File: src/path_curve_flattener_defines.svh
// Assertion macros used by the flattener back end
`ifndef PATH_CURVE_FLATTENER_DEFINES_SVH
`define PATH_CURVE_FLATTENER_DEFINES_SVH

// Same-cycle implication, checked out of reset
`define PCF_ASSERT_NOW(label, ante, cons) \
    label: assert property (@(posedge clk) disable iff (!rst_n) (ante) |-> (cons)) \
        else $error("pcf check failed");

// Next-cycle implication, checked out of reset
`define PCF_ASSERT_NEXT(label, ante, cons) \
    label: assert property (@(posedge clk) disable iff (!rst_n) (ante) |=> (cons)) \
        else $error("pcf check failed");

`endif

File: src/pcf_pkg.sv
package pcf_pkg;

    // Points per curve
    localparam int SEGMENTS = 10;
    localparam int SEG_W    = $clog2(SEGMENTS);
    localparam longint ONE16 = 65536;

    typedef enum logic [2:0] {
        MODE_BEGIN,
        MODE_MOVE,
        MODE_LINE,
        MODE_QUAD,
        MODE_CUBIC,
        MODE_CLOSE,
        MODE_STROKE,
        MODE_FILL
    } mode_t;

    typedef enum logic [1:0] {
        KIND_POINT,
        KIND_STROKE,
        KIND_FILL
    } kind_t;

    typedef enum logic [1:0] {
        JOB_POINT,
        JOB_QUAD,
        JOB_CUBIC,
        JOB_COMMIT
    } job_op_t;

    // One unit of work handed from the front to the back
    typedef struct packed {
        job_op_t            op;
        kind_t              kind;
        logic signed [31:0] p0x;
        logic signed [31:0] p0y;
        logic signed [31:0] p1x;
        logic signed [31:0] p1y;
        logic signed [31:0] p2x;
        logic signed [31:0] p2y;
        logic signed [31:0] p3x;
        logic signed [31:0] p3y;
    } job_t;

    // Weight table selectors
    localparam int WSEL_Q0 = 0;
    localparam int WSEL_Q1 = 1;
    localparam int WSEL_Q2 = 2;
    localparam int WSEL_C0 = 3;
    localparam int WSEL_C1 = 4;
    localparam int WSEL_C2 = 5;
    localparam int WSEL_C3 = 6;

    typedef logic [16:0] wt_tab_t [SEGMENTS];

    // Bernstein weights in Q1.16, entry i is for t = (i+1)/SEGMENTS
    function automatic wt_tab_t calc_weights(input int sel);
        wt_tab_t tab;
        longint  t;
        longint  u;
        longint  q0;
        longint  q2;
        longint  c0;
        longint  c1;
        longint  c3;
        longint  w;
        for (int i = 0; i < SEGMENTS; i++)
        begin
            t  = ((longint'(i) + 1) * ONE16 + SEGMENTS / 2) / SEGMENTS;
            u  = ONE16 - t;
            q0 = (u * u + 32768) >>> 16;
            q2 = (t * t + 32768) >>> 16;
            c0 = (u * u * u + 64'sd2147483648) >>> 32;
            c1 = (3 * u * u * t + 64'sd2147483648) >>> 32;
            c3 = (t * t * t + 64'sd2147483648) >>> 32;
            case (sel)
                WSEL_Q0: w = q0;
                WSEL_Q1: w = ONE16 - q0 - q2;
                WSEL_Q2: w = q2;
                WSEL_C0: w = c0;
                WSEL_C1: w = c1;
                WSEL_C2: w = ONE16 - c0 - c1 - c3;
                WSEL_C3: w = c3;
                default: w = 0;
            endcase
            tab[i] = w[16:0];
        end
        return tab;
    endfunction

endpackage

File: src/pcf_queue.sv
module pcf_queue (
    input  logic           clk,
    input  logic           rst_n,
    input  logic           push,
    input  pcf_pkg::job_t  push_job,
    output logic           full,
    input  logic           pop,
    output pcf_pkg::job_t  pop_job,
    output logic           empty
);
    import pcf_pkg::*;

    job_t       entry_reg [2];
    logic       wr_ptr_reg;
    logic       rd_ptr_reg;
    logic [1:0] count_reg;
    logic [1:0] count_next;

    assign full    = (count_reg == 2'd2);
    assign empty   = (count_reg == 2'd0);
    assign pop_job = entry_reg[rd_ptr_reg];

    // occupancy
    always_comb
    begin
        count_next = count_reg;
        if (push && !pop)
            count_next = count_reg + 2'd1;
        else if (pop && !push)
            count_next = count_reg - 2'd1;
    end

    always_ff @(posedge clk or negedge rst_n)
    begin
        if (!rst_n)
        begin
            wr_ptr_reg <= 1'b0;
            rd_ptr_reg <= 1'b0;
            count_reg  <= 2'd0;
        end
        else
        begin
            if (push)
                wr_ptr_reg <= !wr_ptr_reg;
            if (pop)
                rd_ptr_reg <= !rd_ptr_reg;
            count_reg <= count_next;
        end
    end

    // payload storage
    always_ff @(posedge clk)
    begin
        if (push)
            entry_reg[wr_ptr_reg] <= push_job;
    end

endmodule

File: config.mk
export PLATFORM = sky130hd
export DESIGN_NAME = pcf_queue
export DESIGN_NICKNAME = d
export VERILOG_FILES = /design/src/path_curve_flattener_defines.svh /design/src/pcf_pkg.sv /design/src/pcf_queue.sv
export SDC_FILE = /design/constraint.sdc
export NUM_CORES = 1
export LEC_CHECK = 0
export BUFFER_PORTS_ARGS = -buffer_cell sky130_fd_sc_hd__buf_2
export CAP_MARGIN = 20
export CORE_AREA = 2 2 206 208
export DETAILED_ROUTE_END_ITERATION = 8
export DIE_AREA = 0 0 208 210
export PLACE_DENSITY = 0.73
export SYNTH_ARGS = -nofsm -noshare
export SYNTH_HDL_FRONTEND = slang
export SYNTH_SLANG_ARGS = --single-unit
File: constraint.sdc
create_clock -name clk -period 20.3 [get_ports clk]
set_input_delay 0 -clock clk [delete_from_list [all_inputs] [get_ports clk]]
set_output_delay 0 -clock clk [all_outputs]
set_load 0.05 [all_outputs]
==> summary.txt <==
final cycle utilization of the critical path - 23.2%
die width - 208 um
register area share after synthesis - 79.7%
1st-iter DRT viols - 580
Comb power frac - 41.8%
Synthesized Nets - 1090
# fillers - 2679
setup_tns - 0 ns
max reg flops - 520
vias in the first global route - 11788
Flop pwr share - 35.2%
Pwr Density - 157 nW/um^2
WS Path Type - reg2out
Max clock buf depth - 3
crit start category - flop
number of remaining DRC errors - 0
Row Count - 75
post-route minimum period - 4.71 ns
Max Clock Skew - 0.0140 ns
# H-tree levels - 2
sw power - 1.70 mW
Synth cell types - 13
CP required - 20.30 ns
RSZ-0062 raised after global routing - false
YS warnings - 0
Area Overhead vs Synth - 38.4%
final hold violations - 0
Synth Area per Inst - 23.9 um^2
Setup crit start - rd_ptr_reg$_DFFE_PN0P_
detailed placement HPWL - 28300 um
Hold/Removal Path Class - in2reg
clock-pin slew on the worst setup and hold paths - 0.06 ns
hold path startpoint - push_job[64]
Root Driver - clkbuf_16
antenna violations before repair - 5
# IOs - 526
Post-CTS Setup Inserts - 0
Area contributors post-synth - edfxtp_1, mux2_4, mux2_2
CTS resizes - 0
Synth top area share - 79.2%
CTS Hold Bufs - 264
largest net degree at the start of global routing - 142
Initial Util - 47.6%
number of synthesized register bits - 524
Avg WL per Cell - 20.6 um
Internal - 2.59 mW
Max Clock Freq - 212 MHz
actual slew at the worst max-slew pin - 1.07 ns
Routed Wire Length - 46000 um
Pre-antenna DRT Iters - 6
clock sinks - 524
via count - 10999
Die Area - 43700 um^2
RR Startpoint - wr_ptr_reg$_DFFE_PN0P_
maximum vdd drop - 0.110 mV
Clock Power Share - 23.0%
GPL Wtd Cong - 0.808
Register Area - 15700 um^2
GRT Total Usage - 20.2%
Switching Fraction - 39.7%
critical path arrival - 4.71 ns
clk_lat worst skew - 0.58 ns
Pleak - 10.9 nW
vias per cell - 4.93
share of cells above drive strength 1 - 52.2%
total of max-cap violations - 0
Synth area leader - edfxtp_1
Routed Antenna Nets - 0
chip height - 210 um
IO buf count - 525
Critical Path Fanout Max - 57
flop-to-flop setup slack - 17.77 ns
post-place setup slack - 16.17 ns
grt total ovfl - 0
Final nets - 1916
core area - 41500 um^2
Final WS setup - 15.59 ns
# setup viols final - 0
status - finished clean
Post-Syn Area - 19700 um^2
CP endpoint kind - output port
Multi-input gate area - 3730 um^2
CTS tree - built
TritonCTS Buffers - 53
Gate Count Post-Synth - 825
Final Max Slew Viols - 0
first-pass GRT wire length - 67400 um
Rel. slew slack - 28.6%
==> per-layer routing <==
metal / GRT usage (%) / wire length, um / vias to the layer above
met1: 23.3 / 17100 / 5482
met3: 5.08 / 3070 / 116
met2: 35.6 / 23900 / 442
met4: 9.42 / 1950 / 0
met5: 0 / 0 / -
li1: - / - / 4959
==> worst max-delay path, stage by stage (launching register included) <==
cell and delay (ns):
dfrtp_4 0.85, buf_4 0.88, buf_4 0.94, buf_4 0.75, mux2_4 0.36, buf_2 0.21
==> metrics by stage <==
stage	instances	total power, mW	cell area, um^2	hold WS (ns)	utilization [%]
6_report	2233	4.29	27300	0.138	65.8
3_5_place_dp	1870	3.27	22800	-0.188	55.1
5_1_grt	2233	4.43	27300	0.126	65.8
2_1_floorplan	825	3.01	19700	-0.296	-
3_3_place_gp	1870	3.26	22800	-0.189	55.1
4_1_cts	2227	4.30	27300	0.107	65.7
==> kinds of logic after synthesis <==
logic type | share of synthesized area, %
DFF | 79.7
muxes | 18.5
buffers and inverters | 1.45
xor gates and xnor gates | 0.222
and+or+nand+nor | 0.133
adders and majority gates | 0.0634
==> cell usage in the layout, fill, tap and decap left out, drive strengths merged, types with 2 or more instances in the layout <==
cell type	n
dfrtp	4
edfxtp	520
diode	5
nor2b	2
clkinv	19
clkbuf	59
mux2	260
bufinv	9
clkinvlp	5
xor2	4
inv	2
nor2	2
dlygate4sd3	264
buf	536
==> final timing paths <==
check | depth (start not counted) | to
worst max register to register | 3 | entry_reg[0][132]$_DFFE_PP_
worst max-delay path | 5 | pop_job[237]
min in group asynchronous | 3 | rd_ptr_reg$_DFFE_PN0P_
worst min-delay path | 2 | entry_reg[0][64]$_DFFE_PP_
max in group asynchronous | 3 | rd_ptr_reg$_DFFE_PN0P_
worst min register to register | 1 | count_reg[1]$_DFFE_PN0P_
==> area by class of cell <==
type,count,area share (%)
Antenna cell,5,0.0458
Clock buffer,59,4.94
Clock inverter,34,1.53
Inverter,1,0.0138
Multi-Input combinational cell,271,13.7
Sequential cell,524,57.6
Tap cell,539,2.47
Timing Repair Buffer,800,19.7
==> Yosys cell counts <==
master,count
buf_2,7
nor2b_1,2
nor2_1,2
inv_1,1
mux2_2,70
dfrtp_1,4
buf_6,22
ha_1,1
mux2_4,190
xor2_1,4
edfxtp_1,520
xnor2_1,1
and2_1,1
==> power by group through the flow <==
stage | Combinational (mW) | Clock, mW | Sequential, mW
2_1_floorplan | 1.44 | 0 | 1.57
3_3_place_gp | 1.74 | 0 | 1.52
3_5_place_dp | 1.75 | 0 | 1.53
4_1_cts | 1.79 | 1.01 | 1.51
5_1_grt | 1.85 | 1.05 | 1.53
6_report | 1.79 | 0.987 | 1.51
No activity file was read; power rests on OpenSTA's default activity.
