==> src/path_curve_flattener_defines.svh <==
// Assertion macros used by the flattener back end
`ifndef PATH_CURVE_FLATTENER_DEFINES_SVH
`define PATH_CURVE_FLATTENER_DEFINES_SVH

// Same-cycle implication, checked out of reset
`define PCF_ASSERT_NOW(label, ante, cons) \
    label: assert property (@(posedge clk) disable iff (!rst_n) (ante) |-> (cons)) \
        else $error("pcf check failed");

// Next-cycle implication, checked out of reset
`define PCF_ASSERT_NEXT(label, ante, cons) \
    label: assert property (@(posedge clk) disable iff (!rst_n) (ante) |=> (cons)) \
        else $error("pcf check failed");

`endif

==> src/pcf_pkg.sv <==
package pcf_pkg;

    // Points per curve
    localparam int SEGMENTS = 10;
    localparam int SEG_W    = $clog2(SEGMENTS);
    localparam longint ONE16 = 65536;

    typedef enum logic [2:0] {
        MODE_BEGIN,
        MODE_MOVE,
        MODE_LINE,
        MODE_QUAD,
        MODE_CUBIC,
        MODE_CLOSE,
        MODE_STROKE,
        MODE_FILL
    } mode_t;

    typedef enum logic [1:0] {
        KIND_POINT,
        KIND_STROKE,
        KIND_FILL
    } kind_t;

    typedef enum logic [1:0] {
        JOB_POINT,
        JOB_QUAD,
        JOB_CUBIC,
        JOB_COMMIT
    } job_op_t;

    // One unit of work handed from the front to the back
    typedef struct packed {
        job_op_t            op;
        kind_t              kind;
        logic signed [31:0] p0x;
        logic signed [31:0] p0y;
        logic signed [31:0] p1x;
        logic signed [31:0] p1y;
        logic signed [31:0] p2x;
        logic signed [31:0] p2y;
        logic signed [31:0] p3x;
        logic signed [31:0] p3y;
    } job_t;

    // Weight table selectors
    localparam int WSEL_Q0 = 0;
    localparam int WSEL_Q1 = 1;
    localparam int WSEL_Q2 = 2;
    localparam int WSEL_C0 = 3;
    localparam int WSEL_C1 = 4;
    localparam int WSEL_C2 = 5;
    localparam int WSEL_C3 = 6;

    typedef logic [16:0] wt_tab_t [SEGMENTS];

    // Bernstein weights in Q1.16, entry i is for t = (i+1)/SEGMENTS
    function automatic wt_tab_t calc_weights(input int sel);
        wt_tab_t tab;
        longint  t;
        longint  u;
        longint  q0;
        longint  q2;
        longint  c0;
        longint  c1;
        longint  c3;
        longint  w;
        for (int i = 0; i < SEGMENTS; i++)
        begin
            t  = ((longint'(i) + 1) * ONE16 + SEGMENTS / 2) / SEGMENTS;
            u  = ONE16 - t;
            q0 = (u * u + 32768) >>> 16;
            q2 = (t * t + 32768) >>> 16;
            c0 = (u * u * u + 64'sd2147483648) >>> 32;
            c1 = (3 * u * u * t + 64'sd2147483648) >>> 32;
            c3 = (t * t * t + 64'sd2147483648) >>> 32;
            case (sel)
                WSEL_Q0: w = q0;
                WSEL_Q1: w = ONE16 - q0 - q2;
                WSEL_Q2: w = q2;
                WSEL_C0: w = c0;
                WSEL_C1: w = c1;
                WSEL_C2: w = ONE16 - c0 - c1 - c3;
                WSEL_C3: w = c3;
                default: w = 0;
            endcase
            tab[i] = w[16:0];
        end
        return tab;
    endfunction

endpackage

==> src/pcf_front.sv <==
module pcf_front (
    input  logic               clk,
    input  logic               rst_n,
    input  logic               cmd_valid,
    output logic               cmd_ready,
    input  logic [2:0]         mode,
    input  logic signed [31:0] ax,
    input  logic signed [31:0] ay,
    input  logic signed [31:0] bx,
    input  logic signed [31:0] by_coord,
    input  logic signed [31:0] ex,
    input  logic signed [31:0] ey,
    input  logic               queue_full,
    output logic               push,
    output pcf_pkg::job_t      job
);
    import pcf_pkg::*;

    logic               active_reg, active_next;
    logic [1:0]         count_reg, count_next;
    logic signed [31:0] first_x_reg, first_x_next;
    logic signed [31:0] first_y_reg, first_y_next;
    logic signed [31:0] last_x_reg, last_x_next;
    logic signed [31:0] last_y_reg, last_y_next;
    logic [1:0]         eff_count;
    logic [1:0]         count_inc;
    logic               take;

    assign cmd_ready = !queue_full;
    assign take      = cmd_valid && cmd_ready;

    // classify the command and update path state
    always_comb
    begin
        active_next  = active_reg;
        count_next   = count_reg;
        first_x_next = first_x_reg;
        first_y_next = first_y_reg;
        last_x_next  = last_x_reg;
        last_y_next  = last_y_reg;
        eff_count    = active_reg ? count_reg : 2'd0;
        count_inc    = (count_reg == 2'd3) ? 2'd3 : count_reg + 2'd1;
        push         = 1'b0;
        job          = '{op: JOB_POINT, kind: KIND_POINT,
                         p0x: ax, p0y: ay, p1x: ax, p1y: ay,
                         p2x: bx, p2y: by_coord, p3x: ex, p3y: ey};
        case (mode_t'(mode))
            MODE_BEGIN:
            begin
                active_next = 1'b1;
                count_next  = 2'd0;
            end
            MODE_MOVE, MODE_LINE:
            begin
                active_next = 1'b1;
                if (eff_count == 2'd0)
                begin
                    first_x_next = ax;
                    first_y_next = ay;
                end
                last_x_next = ax;
                last_y_next = ay;
                count_next  = (eff_count == 2'd3) ? 2'd3 : eff_count + 2'd1;
                push        = 1'b1;
            end
            MODE_QUAD, MODE_CUBIC:
            begin
                if (active_reg && count_reg != 2'd0)
                begin
                    job.op      = (mode_t'(mode) == MODE_QUAD) ? JOB_QUAD : JOB_CUBIC;
                    job.p0x     = last_x_reg;
                    job.p0y     = last_y_reg;
                    last_x_next = ex;
                    last_y_next = ey;
                    count_next  = 2'd3;
                    push        = 1'b1;
                end
            end
            MODE_CLOSE:
            begin
                if (active_reg && count_reg != 2'd0)
                begin
                    job.p0x     = first_x_reg;
                    job.p0y     = first_y_reg;
                    last_x_next = first_x_reg;
                    last_y_next = first_y_reg;
                    count_next  = count_inc;
                    push        = 1'b1;
                end
            end
            MODE_STROKE:
            begin
                if (active_reg && count_reg >= 2'd2)
                begin
                    job.op      = JOB_COMMIT;
                    job.kind    = KIND_STROKE;
                    active_next = 1'b0;
                    push        = 1'b1;
                end
            end
            default:
            begin
                if (active_reg && count_reg == 2'd3)
                begin
                    job.op      = JOB_COMMIT;
                    job.kind    = KIND_FILL;
                    active_next = 1'b0;
                    push        = 1'b1;
                end
            end
        endcase
        push = push && take;
    end

    always_ff @(posedge clk or negedge rst_n)
    begin
        if (!rst_n)
        begin
            active_reg  <= 1'b0;
            count_reg   <= 2'd0;
            first_x_reg <= '0;
            first_y_reg <= '0;
            last_x_reg  <= '0;
            last_y_reg  <= '0;
        end
        else if (take)
        begin
            active_reg  <= active_next;
            count_reg   <= count_next;
            first_x_reg <= first_x_next;
            first_y_reg <= first_y_next;
            last_x_reg  <= last_x_next;
            last_y_reg  <= last_y_next;
        end
    end

endmodule

==> config.mk <==
export PLATFORM = sky130hd
export DESIGN_NAME = pcf_front
export DESIGN_NICKNAME = d
export VERILOG_FILES = /design/src/path_curve_flattener_defines.svh /design/src/pcf_pkg.sv /design/src/pcf_front.sv
export SDC_FILE = /design/constraint.sdc
export NUM_CORES = 1
export LEC_CHECK = 0
export BUFFER_PORTS_ARGS = -buffer_cell sky130_fd_sc_hd__buf_4
export CORE_UTILIZATION = 25
export DETAILED_ROUTE_END_ITERATION = 6
export GPL_ROUTABILITY_DRIVEN = 0
export MAX_ROUTING_LAYER = met4
export SKIP_CTS_REPAIR_TIMING = 1
export SYNTH_ARGS = -nofsm -noshare
export SYNTH_HDL_FRONTEND = slang
export SYNTH_SLANG_ARGS = --single-unit
==> constraint.sdc <==
create_clock -name clk -period 2.9 [get_ports clk]
set_input_delay 0.435 -clock clk [delete_from_list [all_inputs] [get_ports clk]]
set_output_delay 0.435 -clock clk [all_outputs]
set_load 0.01 [all_outputs]
==> impl_metrics.env <==
export IMPL_timing_rr_start="count_reg[1]$_DFFE_PN0P_"
export IMPL_cts_max_level=4
export IMPL_grt_ovfl_total=0
export IMPL_synthCells=1177
export IMPL_area_growth_pct=22.7
export IMPL_async_reset_ff_frac=1.00
export IMPL_ys_seq_area_frac=0.305
export IMPL_final_antenna_net_count=0
export IMPL_hp_class="in2reg"
export IMPL_cap_violations=0
export IMPL_clockBufferDepth=2
export IMPL_worstSetupPathType="reg2out"
export IMPL_final_cell_mix="buf_4, dfrtp_1, a21oi_1"
export IMPL_final_area_sq_um=13200
export IMPL_cp_data_arrival_time_ns=2.20
export IMPL_ir_worst_vdd_v=0.000394
export IMPL_slew_headroom=0.592
export IMPL_wire_per_inst_microns=19.8
export IMPL_synth_area_per_cell_sq_um=9.15
export IMPL_syn_nets=1376
export IMPL_clk_latency_ns=0.44
export IMPL_grt_pass1_wl_mm=54.4
export IMPL_diodes=0
export IMPL_powerDensity_nw_per_um2=653
export IMPL_synth_area_leaders="dfrtp_1, buf_4, mux2_2"
export IMPL_endpoint_kind="output port"
export IMPL_cellLeakagePower_nw=5.55
export IMPL_fmax_mhz=380
export IMPL_finalCritPeriodShare=0.908
export IMPL_place_area_sq_um=12500
export IMPL_yosysTopAreaCellShare=0.305
export IMPL_hpwl_mm=24.0
export IMPL_die_x_microns=210
export IMPL_worstMarginPinSlew_ns=0.612
export IMPL_yosysWarnings=0
export IMPL_nets=1467
export IMPL_antenna_found_initial=0
export IMPL_setup_violations=0
export IMPL_layout_drive_gt1_share=0.372
export IMPL_synth_edff_count=0
export IMPL_synth_cell_type_count=36
export IMPL_rows=75
export IMPL_synth_top_cell_by_area="dfrtp_1"
export IMPL_via_per_inst=5.04
export IMPL_rsz0062_at_grt="false"
export IMPL_start_util=0.255
export IMPL_report_final_hold_viol_count=0
export IMPL_cts_buffers=17
export IMPL_routed_wl_mm=35.9
export IMPL_core_sq_um=42200
export IMPL_ys_ff_latch=131
export IMPL_slew_violations=0
export IMPL_place_inst=1787
export IMPL_drc_errors=0
export IMPL_synthesis_area_sq_um=10800
export IMPL_cts_root_buf="clkbuf_16"
export IMPL_final_common_cell="buf_4"
export IMPL_port_buffers=332
export IMPL_cp_start_kind="flop"
export IMPL_synth_ff_type="dfrtp_1"
export IMPL_io_pins=461
export IMPL_cp_max_fo=39
export IMPL_postLayoutCoreUtil=0.313
export IMPL_fin_setup_tns_ns=0
export IMPL_cts_tree="built"
export IMPL_skew_ns=0.0108
export IMPL_drtIter0Drc=484
export IMPL_hold_ws_ns=0.272
export IMPL_clock_sinks=131
export IMPL_first_global_vias=9068
export IMPL_first_pass_iters=5
export IMPL_dr_total_vias=9169
export IMPL_die_area_sq_um=43900
export IMPL_grtUsageTotal=0.167
export IMPL_finalNonFillerCells=1820
export IMPL_critical_path_required_ns=2.47
export IMPL_final_min_clock_period_ns=2.63
export IMPL_hold_start="ay[9]"
export IMPL_outcome="completed"
export IMPL_grt_max_degree=100
export IMPL_cts_clk_slew_worst_paths_ns=0.06
export IMPL_worstSetupStartpoint="count_reg[1]$_DFFE_PN0P_"
export IMPL_die_height_microns=210
[synth_stat cells, types with 3 or more instances]
master and number:
buf_4 192, a21oi_1 131, dfrtp_1 131, clkbuf_1 76, mux2_2 70, nor2_1 70, a22oi_1 65, nor3b_1 65
o21a_1 65, a211oi_1 64, mux2i_1 64, nor2b_1 64, mux2_1 60, buf_1 12, buf_2 6, buf_6 6
inv_1 4, nand2_1 4, nand2b_1 3, nand3b_1 3, nor3_1 3, or2_2 3
[metal layers]
layer / part of all wire / track usage / vias to the layer above
met5: 0 / - / -
met4: 0.025 / 0.0639 / 0
met3: 0.053 / 0.0325 / 63
met2: 0.49 / 0.277 / 356
met1: 0.43 / 0.200 / 4511
li1: - / - / 4239
[logic make-up after synthesis]
| kind of cell | share of synthesized area |
|---|---|
| simple gates | 0.117 |
| fa+ha+maj | 0.000930 |
| flops | 0.305 |
| xor+xnor | 0.000814 |
| mux | 0.196 |
| compound gates | 0.207 |
| buf+inv | 0.175 |
[cell type report]
class	count	area (sq um)
tap	539	674
timing repair buffer	364	2930
inverter	4	15.0
clock inverter	13	208
fill	4377	29000
multi-input combinational	750	5660
clock buffer	19	443
sequential	131	3280
[final timing paths]
path,end,slack [ns],depth (start not counted)
min in group asynchronous,first_y_reg[10]$_DFFE_PN0P_,0.46,2
max in group asynchronous,first_x_reg[10]$_DFFE_PN0P_,1.58,3
max reg2reg,last_y_reg[5]$_DFFE_PN0P_,0.68,5
min reg2reg,last_x_reg[20]$_DFFE_PN0P_,0.49,1
max,job[244],0.27,7
min,first_y_reg[9]$_DFFE_PN0P_,0.27,2
[per-stage QoR]
step	power, mW	setup slack (ns)
floorplan	5.16	0.484
global placement	6.13	0.493
detailed placement	6.24	0.461
CTS	8.74	0.113
global route	9.18	0.0846
finish	8.62	0.267
[where the power goes]
group,switching (mW),internal [mW]
Combinational,1.34,1.56
Sequential,0.597,2.71
Clock,0.880,1.55
Total,2.81,5.81
[critical path: stages, from the launching register on]
cell	delay (ns)
dfrtp_1	0.51
o21ai_4	0.17
a21oi_4	0.21
buf_12	0.24
buf_4	0.18
nor2_1	0.04
a21oi_1	0.22
buf_4	0.17
Note: power is estimated with default switching activity, not from simulation.
